`src/rtl/mep_pkg.sv`:
```
// ---------------------------------------------------------------------------
// Modular exponentiation package
// Widths, modulus constants, controller states, command and status types,
// and the small modular fold shared by the datapath and the multiplier.
// ---------------------------------------------------------------------------
`default_nettype none

package mep_pkg;

    // Word widths.
    localparam int BASE_W = 63;
    localparam int EXP_W  = 63;
    localparam int RES_W  = 30;

    // Modulus and the modulus of the exponent.
    localparam logic [RES_W-1:0] PRIME    = 30'd1000000007;
    localparam logic [RES_W-1:0] PRIME_M1 = 30'd1000000006;

    // Barrett constant, floor(2^60 / PRIME).
    localparam logic [RES_W:0] BARRETT_MU = 31'd1152921496;

    // Radix-4 input reduction: the input word padded to 64 bits.
    localparam int DIGIT_STEPS = (BASE_W + 1) / 2;

    // Exponent bits walked by square-and-multiply.
    localparam int EXP_BITS = 30;

    // Issue period of one exponent bit; equals the multiplier latency.
    localparam int BIT_PERIOD = 5;

    localparam int CNT_W   = 5;
    localparam int PHASE_W = 3;

    // Issue slots inside one exponent bit.
    localparam logic [PHASE_W-1:0] PH_SQUARE   = 3'd0;
    localparam logic [PHASE_W-1:0] PH_MULTIPLY = 3'd1;
    localparam logic [PHASE_W-1:0] PH_LAST     = PHASE_W'(BIT_PERIOD - 1);

    typedef enum logic [2:0] {
        S_IDLE,
        S_REDUCE,
        S_POWER,
        S_DRAIN,
        S_DONE
    } t_state;

    // Destination of a multiplier result.
    typedef enum logic {
        TAG_SQ,
        TAG_ACC
    } t_tag;

    typedef struct packed {
        logic load;
        logic red_step;
        logic issue_sq;
        logic issue_mul;
        logic exp_shift;
        logic out_load;
    } t_dp_cmd;

    typedef struct packed {
        logic exp_bit;
    } t_dp_sts;

    // Reduces v modulo m, given that v is below 4 * m.
    function automatic logic [RES_W-1:0] mep_mod4(input logic [RES_W+1:0] v,
                                                  input logic [RES_W-1:0] m);
        logic [RES_W+2:0] m1;
        logic [RES_W+2:0] m2;
        logic [RES_W+2:0] m3;
        logic [RES_W+2:0] d1;
        logic [RES_W+2:0] d2;
        logic [RES_W+2:0] d3;
        logic [RES_W-1:0] res;
        m1 = {3'b000, m};
        m2 = {2'b00, m, 1'b0};
        m3 = m1 + m2;
        d1 = {1'b0, v} - m1;
        d2 = {1'b0, v} - m2;
        d3 = {1'b0, v} - m3;
        if (!d3[RES_W+2]) begin
            res = d3[RES_W-1:0];
        end else if (!d2[RES_W+2]) begin
            res = d2[RES_W-1:0];
        end else if (!d1[RES_W+2]) begin
            res = d1[RES_W-1:0];
        end else begin
            res = v[RES_W-1:0];
        end
        return res;
    endfunction

endpackage

`default_nettype wire

```
`src/rtl/modular_exponentiation_prime.sv`:
```
// ---------------------------------------------------------------------------
// Modular exponentiation modulo 1000000007
// Returns base to the power exponent modulo the prime, one result word for
// each input word, by right-to-left square-and-multiply.
// ---------------------------------------------------------------------------
//
//  Channel  Direction  Handshake          Payload
//  input    in         i_valid / o_stall  i_base (63 b), i_exponent (63 b)
//  output   out        o_valid / i_stall  o_power_result (30 b)
//
// The block works on one input word at a time: the next word can be
// accepted from the cycle in which the result of the last is shown. The
// block first reduces the base modulo the prime and the exponent modulo the
// prime minus one, two bits a cycle; then it walks the 30 exponent bits on
// the one shared Barrett multiplier, which takes the square of a bit in its
// first issue slot and the optional multiply in its second. A drain state
// waits for the multiplier, and then the result is loaded.
// Reset is synchronous and clears the controller and the multiplier's valid
// pipeline. A stalled result word sits in its own register while the next
// input word is accepted.
//
`default_nettype none

module modular_exponentiation_prime
    import mep_pkg::*;
(
    input  wire logic              i_clk,
    input  wire logic              i_rst_n,
    input  wire logic              i_valid,
    output logic                   o_stall,
    input  wire logic [BASE_W-1:0] i_base,
    input  wire logic [EXP_W-1:0]  i_exponent,
    output logic                   o_valid,
    input  wire logic              i_stall,
    output logic [RES_W-1:0]       o_power_result
);

    // Commands from the controller, status back from the datapath.
    t_dp_cmd dp_cmd;
    t_dp_sts dp_sts;

    // The controller owns the handshake; it loads a word only when the
    // stage part of the datapath has been idle, so operands held on the
    // input port are sampled exactly once, at the accepting edge.
    mep_ctrl u_ctrl (
        .i_clk   (i_clk),
        .i_rst_n (i_rst_n),
        .i_valid (i_valid),
        .o_stall (o_stall),
        .o_valid (o_valid),
        .i_stall (i_stall),
        .o_cmd   (dp_cmd),
        .i_sts   (dp_sts)
    );

    // The datapath holds the reduced base as the running square, the
    // reduced exponent as a right shifter and the accumulator; the result
    // register is loaded from the accumulator once the walk is done.
    mep_dp u_dp (
        .i_clk          (i_clk),
        .i_rst_n        (i_rst_n),
        .i_cmd          (dp_cmd),
        .o_sts          (dp_sts),
        .i_base         (i_base),
        .i_exponent     (i_exponent),
        .o_power_result (o_power_result)
    );

endmodule

`default_nettype wire

```
`src/rtl/mep_mulmod.sv`:
```
// ---------------------------------------------------------------------------
// Pipelined modular multiplier
// Barrett multiplier modulo the prime, one operation per cycle,
// with a tag that routes each result back to its register.
// ---------------------------------------------------------------------------
`default_nettype none

module mep_mulmod
    import mep_pkg::*;
(
    input  wire logic             i_clk,
    input  wire logic             i_rst_n,
    input  wire logic             i_valid,
    input  wire t_tag             i_tag,
    input  wire logic [RES_W-1:0] i_a,
    input  wire logic [RES_W-1:0] i_b,
    output logic                  o_valid,
    output t_tag                  o_tag,
    output logic [RES_W-1:0]      o_res
);

    logic [3:0]           r_vld;
    t_tag                 r_tag [4];
    logic [2*RES_W-1:0]   r_prod;
    logic [RES_W:0]       r_q;
    logic [RES_W+1:0]     r_lo2;
    logic [RES_W+1:0]     r_lo3;
    logic [RES_W+1:0]     r_qp;
    logic [RES_W+1:0]     r_rem;

    logic [2*RES_W-1:0]   w_prod;
    logic [2*RES_W+1:0]   w_qfull;
    logic [2*RES_W:0]     w_qp;

    assign w_prod  = i_a * i_b;
    assign w_qfull = r_prod[2*RES_W-1:RES_W-1] * BARRETT_MU;
    assign w_qp    = r_q * PRIME;

    always_ff @(posedge i_clk) begin
        if (!i_rst_n) begin
            r_vld <= '0;
        end else begin
            r_vld <= {r_vld[2:0], i_valid};
        end
    end

    always_ff @(posedge i_clk) begin
        r_tag[0] <= i_tag;
        r_tag[1] <= r_tag[0];
        r_tag[2] <= r_tag[1];
        r_tag[3] <= r_tag[2];
        r_prod   <= w_prod;
        r_q      <= w_qfull[2*RES_W+1:RES_W+1];
        r_lo2    <= r_prod[RES_W+1:0];
        r_qp     <= w_qp[RES_W+1:0];
        r_lo3    <= r_lo2;
        // The true remainder is below 3 * PRIME, so the low bits suffice.
        r_rem    <= r_lo3 - r_qp;
    end

    assign o_valid = r_vld[3];
    assign o_tag   = r_tag[3];
    assign o_res   = mep_mod4(r_rem, PRIME);

endmodule

`default_nettype wire

```
`src/rtl/mep_dp.sv`:
```
// ---------------------------------------------------------------------------
// Modular exponentiation datapath
// Input reduction, square and accumulator registers, exponent shifter,
// the shared modular multiplier and the result register.
// ---------------------------------------------------------------------------
`default_nettype none

module mep_dp
    import mep_pkg::*;
(
    input  wire logic             i_clk,
    input  wire logic             i_rst_n,
    input  wire t_dp_cmd          i_cmd,
    output t_dp_sts               o_sts,
    input  wire logic [BASE_W-1:0] i_base,
    input  wire logic [EXP_W-1:0] i_exponent,
    output logic [RES_W-1:0]      o_power_result
);

    logic [BASE_W:0]    r_base_sh;
    logic [EXP_W:0]     r_exp_sh;
    logic [RES_W-1:0]   r_sq;
    logic [RES_W-1:0]   r_acc;
    logic [RES_W-1:0]   r_exp;
    logic [RES_W-1:0]   r_out;

    logic               mm_in_valid;
    t_tag               mm_in_tag;
    logic [RES_W-1:0]   mm_in_a;
    logic               mm_valid;
    t_tag               mm_tag;
    logic [RES_W-1:0]   mm_res;

    assign mm_in_valid = i_cmd.issue_sq | i_cmd.issue_mul;
    assign mm_in_tag   = i_cmd.issue_mul ? TAG_ACC : TAG_SQ;
    assign mm_in_a     = i_cmd.issue_mul ? r_acc : r_sq;

    mep_mulmod u_mulmod (
        .i_clk   (i_clk),
        .i_rst_n (i_rst_n),
        .i_valid (mm_in_valid),
        .i_tag   (mm_in_tag),
        .i_a     (mm_in_a),
        .i_b     (r_sq),
        .o_valid (mm_valid),
        .o_tag   (mm_tag),
        .o_res   (mm_res)
    );

    always_ff @(posedge i_clk) begin
        if (i_cmd.load) begin
            r_base_sh <= {1'b0, i_base};
            r_exp_sh  <= {1'b0, i_exponent};
        end else if (i_cmd.red_step) begin
            r_base_sh <= {r_base_sh[BASE_W-2:0], 2'b00};
            r_exp_sh  <= {r_exp_sh[EXP_W-2:0], 2'b00};
        end
    end

    always_ff @(posedge i_clk) begin
        if (i_cmd.load) begin
            r_sq <= '0;
        end else if (i_cmd.red_step) begin
            r_sq <= mep_mod4({r_sq, r_base_sh[BASE_W:BASE_W-1]}, PRIME);
        end else if (mm_valid && mm_tag == TAG_SQ) begin
            r_sq <= mm_res;
        end
    end

    always_ff @(posedge i_clk) begin
        if (i_cmd.load) begin
            r_acc <= RES_W'(1);
        end else if (mm_valid && mm_tag == TAG_ACC) begin
            r_acc <= mm_res;
        end
    end

    always_ff @(posedge i_clk) begin
        if (i_cmd.load) begin
            r_exp <= '0;
        end else if (i_cmd.red_step) begin
            r_exp <= mep_mod4({r_exp, r_exp_sh[EXP_W:EXP_W-1]}, PRIME_M1);
        end else if (i_cmd.exp_shift) begin
            r_exp <= {1'b0, r_exp[RES_W-1:1]};
        end
    end

    always_ff @(posedge i_clk) begin
        if (i_cmd.out_load) begin
            r_out <= r_acc;
        end
    end

    assign o_sts.exp_bit  = r_exp[0];
    assign o_power_result = r_out;

endmodule

`default_nettype wire

```
`src/rtl/mep_ctrl.sv`:
```
// ---------------------------------------------------------------------------
// Modular exponentiation controller
// Sequences input reduction, the square-and-multiply walk over the exponent
// bits and the hand-over of the result word.
// ---------------------------------------------------------------------------
`default_nettype none

module mep_ctrl
    import mep_pkg::*;
(
    input  wire logic    i_clk,
    input  wire logic    i_rst_n,
    input  wire logic    i_valid,
    output logic         o_stall,
    output logic         o_valid,
    input  wire logic    i_stall,
    output t_dp_cmd      o_cmd,
    input  wire t_dp_sts i_sts
);

    t_state               r_state;
    t_state               n_state;
    logic [CNT_W-1:0]     r_cnt;
    logic [CNT_W-1:0]     n_cnt;
    logic [PHASE_W-1:0]   r_phase;
    logic [PHASE_W-1:0]   n_phase;
    logic                 r_out_valid;
    logic                 n_out_valid;

    always_ff @(posedge i_clk) begin
        if (!i_rst_n) begin
            r_state     <= S_IDLE;
            r_cnt       <= '0;
            r_phase     <= '0;
            r_out_valid <= 1'b0;
        end else begin
            r_state     <= n_state;
            r_cnt       <= n_cnt;
            r_phase     <= n_phase;
            r_out_valid <= n_out_valid;
        end
    end

    always_comb begin
        n_state = r_state;
        n_cnt   = r_cnt;
        n_phase = r_phase;
        o_cmd   = '0;
        case (r_state)
            S_IDLE: begin
                if (i_valid) begin
                    o_cmd.load = 1'b1;
                    n_cnt      = '0;
                    n_state    = S_REDUCE;
                end
            end
            S_REDUCE: begin
                o_cmd.red_step = 1'b1;
                if (r_cnt == CNT_W'(DIGIT_STEPS - 1)) begin
                    n_cnt   = '0;
                    n_phase = PH_SQUARE;
                    n_state = S_POWER;
                end else begin
                    n_cnt = r_cnt + 1'b1;
                end
            end
            S_POWER: begin
                if (r_phase == PH_SQUARE) begin
                    o_cmd.issue_sq = 1'b1;
                end
                if (r_phase == PH_MULTIPLY) begin
                    o_cmd.issue_mul = i_sts.exp_bit;
                    o_cmd.exp_shift = 1'b1;
                end
                if (r_phase == PH_LAST) begin
                    n_phase = PH_SQUARE;
                    if (r_cnt == CNT_W'(EXP_BITS - 1)) begin
                        n_state = S_DRAIN;
                    end else begin
                        n_cnt = r_cnt + 1'b1;
                    end
                end else begin
                    n_phase = r_phase + 1'b1;
                end
            end
            S_DRAIN: begin
                // The last multiply lands in the accumulator at this edge.
                n_state = S_DONE;
            end
            S_DONE: begin
                if (!r_out_valid || !i_stall) begin
                    o_cmd.out_load = 1'b1;
                    n_state        = S_IDLE;
                end
            end
            default: begin
                n_state = S_IDLE;
            end
        endcase
    end

    always_comb begin
        if (o_cmd.out_load) begin
            n_out_valid = 1'b1;
        end else begin
            n_out_valid = r_out_valid & i_stall;
        end
    end

    assign o_stall = (r_state != S_IDLE);
    assign o_valid = r_out_valid;

endmodule

`default_nettype wire

```
`config.mk`:
```
export PLATFORM = sky130hd
export DESIGN_NAME = modular_exponentiation_prime
export DESIGN_NICKNAME = d
export VERILOG_FILES = /design/src/rtl/mep_pkg.sv /design/src/rtl/modular_exponentiation_prime.sv /design/src/rtl/mep_mulmod.sv /design/src/rtl/mep_dp.sv /design/src/rtl/mep_ctrl.sv
export SDC_FILE = /design/constraint.sdc
export NUM_CORES = 2
export LEC_CHECK = 0
export BUFFER_PORTS_ARGS = -buffer_cell sky130_fd_sc_hd__buf_2
export CAP_MARGIN = 40
export CORE_MARGIN = 3
export CORE_UTILIZATION = 55
export CTS_CLUSTER_SIZE = 16
export DETAILED_ROUTE_END_ITERATION = 10
export PLACE_DENSITY_LB_ADDON = 0.25
export SETUP_SLACK_MARGIN = 0.4
export SYNTH_ARGS = -nofsm -noshare
export SYNTH_HDL_FRONTEND = slang
export SYNTH_HIERARCHICAL = 1
export SYNTH_SLANG_ARGS = --single-unit
```
`constraint.sdc`:
```
create_clock -name i_clk -period 10 [get_ports i_clk]
set_clock_uncertainty 0.1 [all_clocks]
set_input_delay 0.5 -clock i_clk [delete_from_list [all_inputs] [get_ports i_clk]]
set_output_delay 0.5 -clock i_clk [all_outputs]
set_load 0.02 [all_outputs]
```
==> metrics.cfg <==
[status]
outcome=complete, no violations

[clock_network]
cts_tree=done
clk_pin_slew_ns=0.07
numCtsBuffers=54
root_buffer=clkbuf_16
postCtsSetupBuffers=0
clock_path_buffers=3
htree_levels=2
clkLatencyLatePin_ns=0.69
cts_sinks=487

[detailed_routing]
dr.pass1.iters=9
drc=0
drt_iter0_drc=4243
routed_wl_um=200000
avgRoutedWirePerCell_um=21.5
viasPerCell=5.69
ant_nets=0
num_vias=52784

[timing]
period_minus_slack_ns=9.35
fin_crit_sh_pct=93.5
worstMarginPinSlew_ns=0.942
slew_violations=0
hold_violations=0
fmax_mhz=107
finalSetupTns_ns=0
maxSlewHeadroom_pct=37.1
rsz0062_at_grt=yes
finalSetupViolCount=0

[final_layout]
fillers=11030
fin_nets=9652
instances_no_fill=9276
final_core_util_pct=59.6
drive_gt1_share_pct=8.06
syn_to_final_growth_pct=7.31

[logic_synthesis]
synth_top_family_by_area=adder cells
avgSynthCellArea_um2=9.71
synth_cell_types=114
muxShareOfSynthArea_pct=3.33
synth_edf_count=156
synth_xor_area_share_pct=2.83
ys_ff_latch=487
synthAdderAreaFrac_pct=48.0
async_flop_share_pct=0
synth-simple-area-share_pct=12.1
yosys_warnings=6
syn-num-nets=9609
synth_compound_area_share_pct=8.10
syn_area_um2=72200
syn_inst=7442
ys_seq_area_share_pct=15.7
ys.flop_type=dfxtp_1

[grt]
grt_pass1_vias=56342
grt_pass1_wl_um=319000
grt_max_degree=143
grt.total_usage_pct=30.0
grt-ovfl-total=0
antenna_found_initial=15

[placed_design]
io_buffers=161
dp.final_hpwl_um=154000
numPlacedInstances=9103
place.gp.congestion=0.945

[die]
placementRows=132
core_um2=130000
io_pins=162
die-area_um2=136000
die_x_um=368
initial_utilization_pct=55.6
die_h_um=368

[setup_path]
cp_data_required_time_ns=10.41
crit_slowest_cell=o21ai_2
crit_top_cell=fa_1
cp-start-kind=register
crit_arrival_ns=9.76
critical_path_buf_inv_count=7
crit_path_max_incr_delay_ns=0.67
cp_top_family=adder cells
path_max_fanout=26
crit_path_end_kind=register
worst-setup-path-type=reg -> reg

[min_path]
min_path_type=in -> reg

[flow_run]
drv_cap=0

-- metrics by stage --
step | area, um^2 | setup WS (ns) | hold slack, ns
final | 77500 | 0.651 | 0.0356
after global routing | 77500 | 0.344 | 0.0267
after CTS | 77400 | 0.524 | 0.000316
after detailed placement | 74800 | 0.307 | 0.212
after global placement | 74600 | 0.575 | 0.211
after floorplan | 72200 | 0.941 | 0.210
-- what timing repair did --
item	CTS	global route
hold buffers	67	0
gates resized for setup	2	20
endpoints found under the setup margin	2	21
hold endpoints to repair	67	0
-- per-layer routing --
layer  global-route usage (%)  up-vias  part of all wire, %
met5                        0        -                0.053
met3                     5.64      514                  8.1
met1                     40.1    26426                   41
met2                     48.1     2219                   46
li1                         -    23611                    -
met4                     12.9       14                  5.1
-- sequential cells by signal (all words and copies together), names as in the netlist, 5 cells and up --
register,cells
u_dp/o_power_result,30
u_ctrl/r_cnt,5
u_dp/r_acc,30
u_dp/r_exp_sh,64
u_dp/u_mulmod/r_prod,60
u_dp/r_sq,30
u_dp/u_mulmod/r_lo3,32
u_dp/r_base_sh,64
u_dp/u_mulmod/r_qp,32
u_dp/u_mulmod/r_q,31
u_dp/u_mulmod/r_lo2,32
u_dp/r_exp,30
u_dp/u_mulmod/r_rem,32
-- area by class of cell --
class | count | area, um^2 | share of cell area [%]
antenna | 4 | 10.0 | 0.0129
clock buffer | 65 | 1470 | 1.90
multi-input combinational | 5072 | 53900 | 69.5
sequential | 487 | 11300 | 14.6
clock inverter | 36 | 415 | 0.536
tap | 1742 | 2180 | 2.81
timing repair buffer | 339 | 2500 | 3.22
inverter | 1531 | 5750 | 7.42
-- synthesized netlist by cell type (122+ instances only) --
| master | instances | area [um^2] |
|---|---|---|
| a21oi_1 | 259 | 1300 |
| and2_1 | 566 | 3540 |
| edfxtp_1 | 156 | 4680 |
| ha_1 | 813 | 10200 |
| o21ai_0 | 122 | 611 |
| xnor2_1 | 161 | 1410 |
| mux2_2 | 156 | 1760 |
| dfxtp_1 | 331 | 6630 |
| fa_1 | 1224 | 24500 |
| clkbuf_1 | 284 | 1070 |
| nor2_1 | 181 | 679 |
| inv_1 | 1531 | 5750 |
| nand2_1 | 611 | 2290 |
-- placed cells by master (no fill, tap or decap), types with 55 or more instances in the layout --
cell	Yosys	final
ha_1	813	813
buf_4	4	97
nor2_1	181	179
a21o_1	75	75
dlygate4sd3_1	0	67
and2_1	566	565
xor2_1	72	72
mux2_2	156	146
nand3_1	57	57
buf_2	35	161
a21oi_1	259	257
nand2_1	611	611
clkbuf_16	0	55
fa_1	1224	1224
xnor2_1	161	161
o21ai_0	122	116
mux2i_1	65	65
inv_1	1531	1530
dfxtp_1	331	329
edfxtp_1	156	156
-- logic make-up (layout without fill, tap and decap cells) --
family / count (synthesis) / count (layout)
buffers and inverters: 1883 / 1971
flip-flops: 487 / 487
XOR/XNOR: 233 / 233
adder cells (fa/ha/maj): 2037 / 2037
multiplexers: 221 / 221
AND/OR/NAND/NOR: 1707 / 1707
other: 0 / 4
AO/OA/AOI/OAI: 874 / 874
-- path summary, 6_finish.rpt --
path                                                  startpoint                                to  slack, ns  cells after the start
worst max-delay path              u_ctrl/r_phase[1]$_SDFFE_PN0P_  u_dp/u_mulmod/r_prod[59]$_DFF_P_       0.65                     31
worst min-delay path                              i_exponent[62]       u_dp/r_exp_sh[62]$_DFFE_PP_       0.04                      2
worst max register to register    u_ctrl/r_phase[1]$_SDFFE_PN0P_  u_dp/u_mulmod/r_prod[59]$_DFF_P_       0.65                     31
worst min register to register  u_dp/u_mulmod/r_prod[24]$_DFF_P_   u_dp/u_mulmod/r_lo2[24]$_DFF_P_       0.19                      0
Power is not shown: default switching activity piles up to over one toggle a cycle in this logic, so the estimate is an artifact.
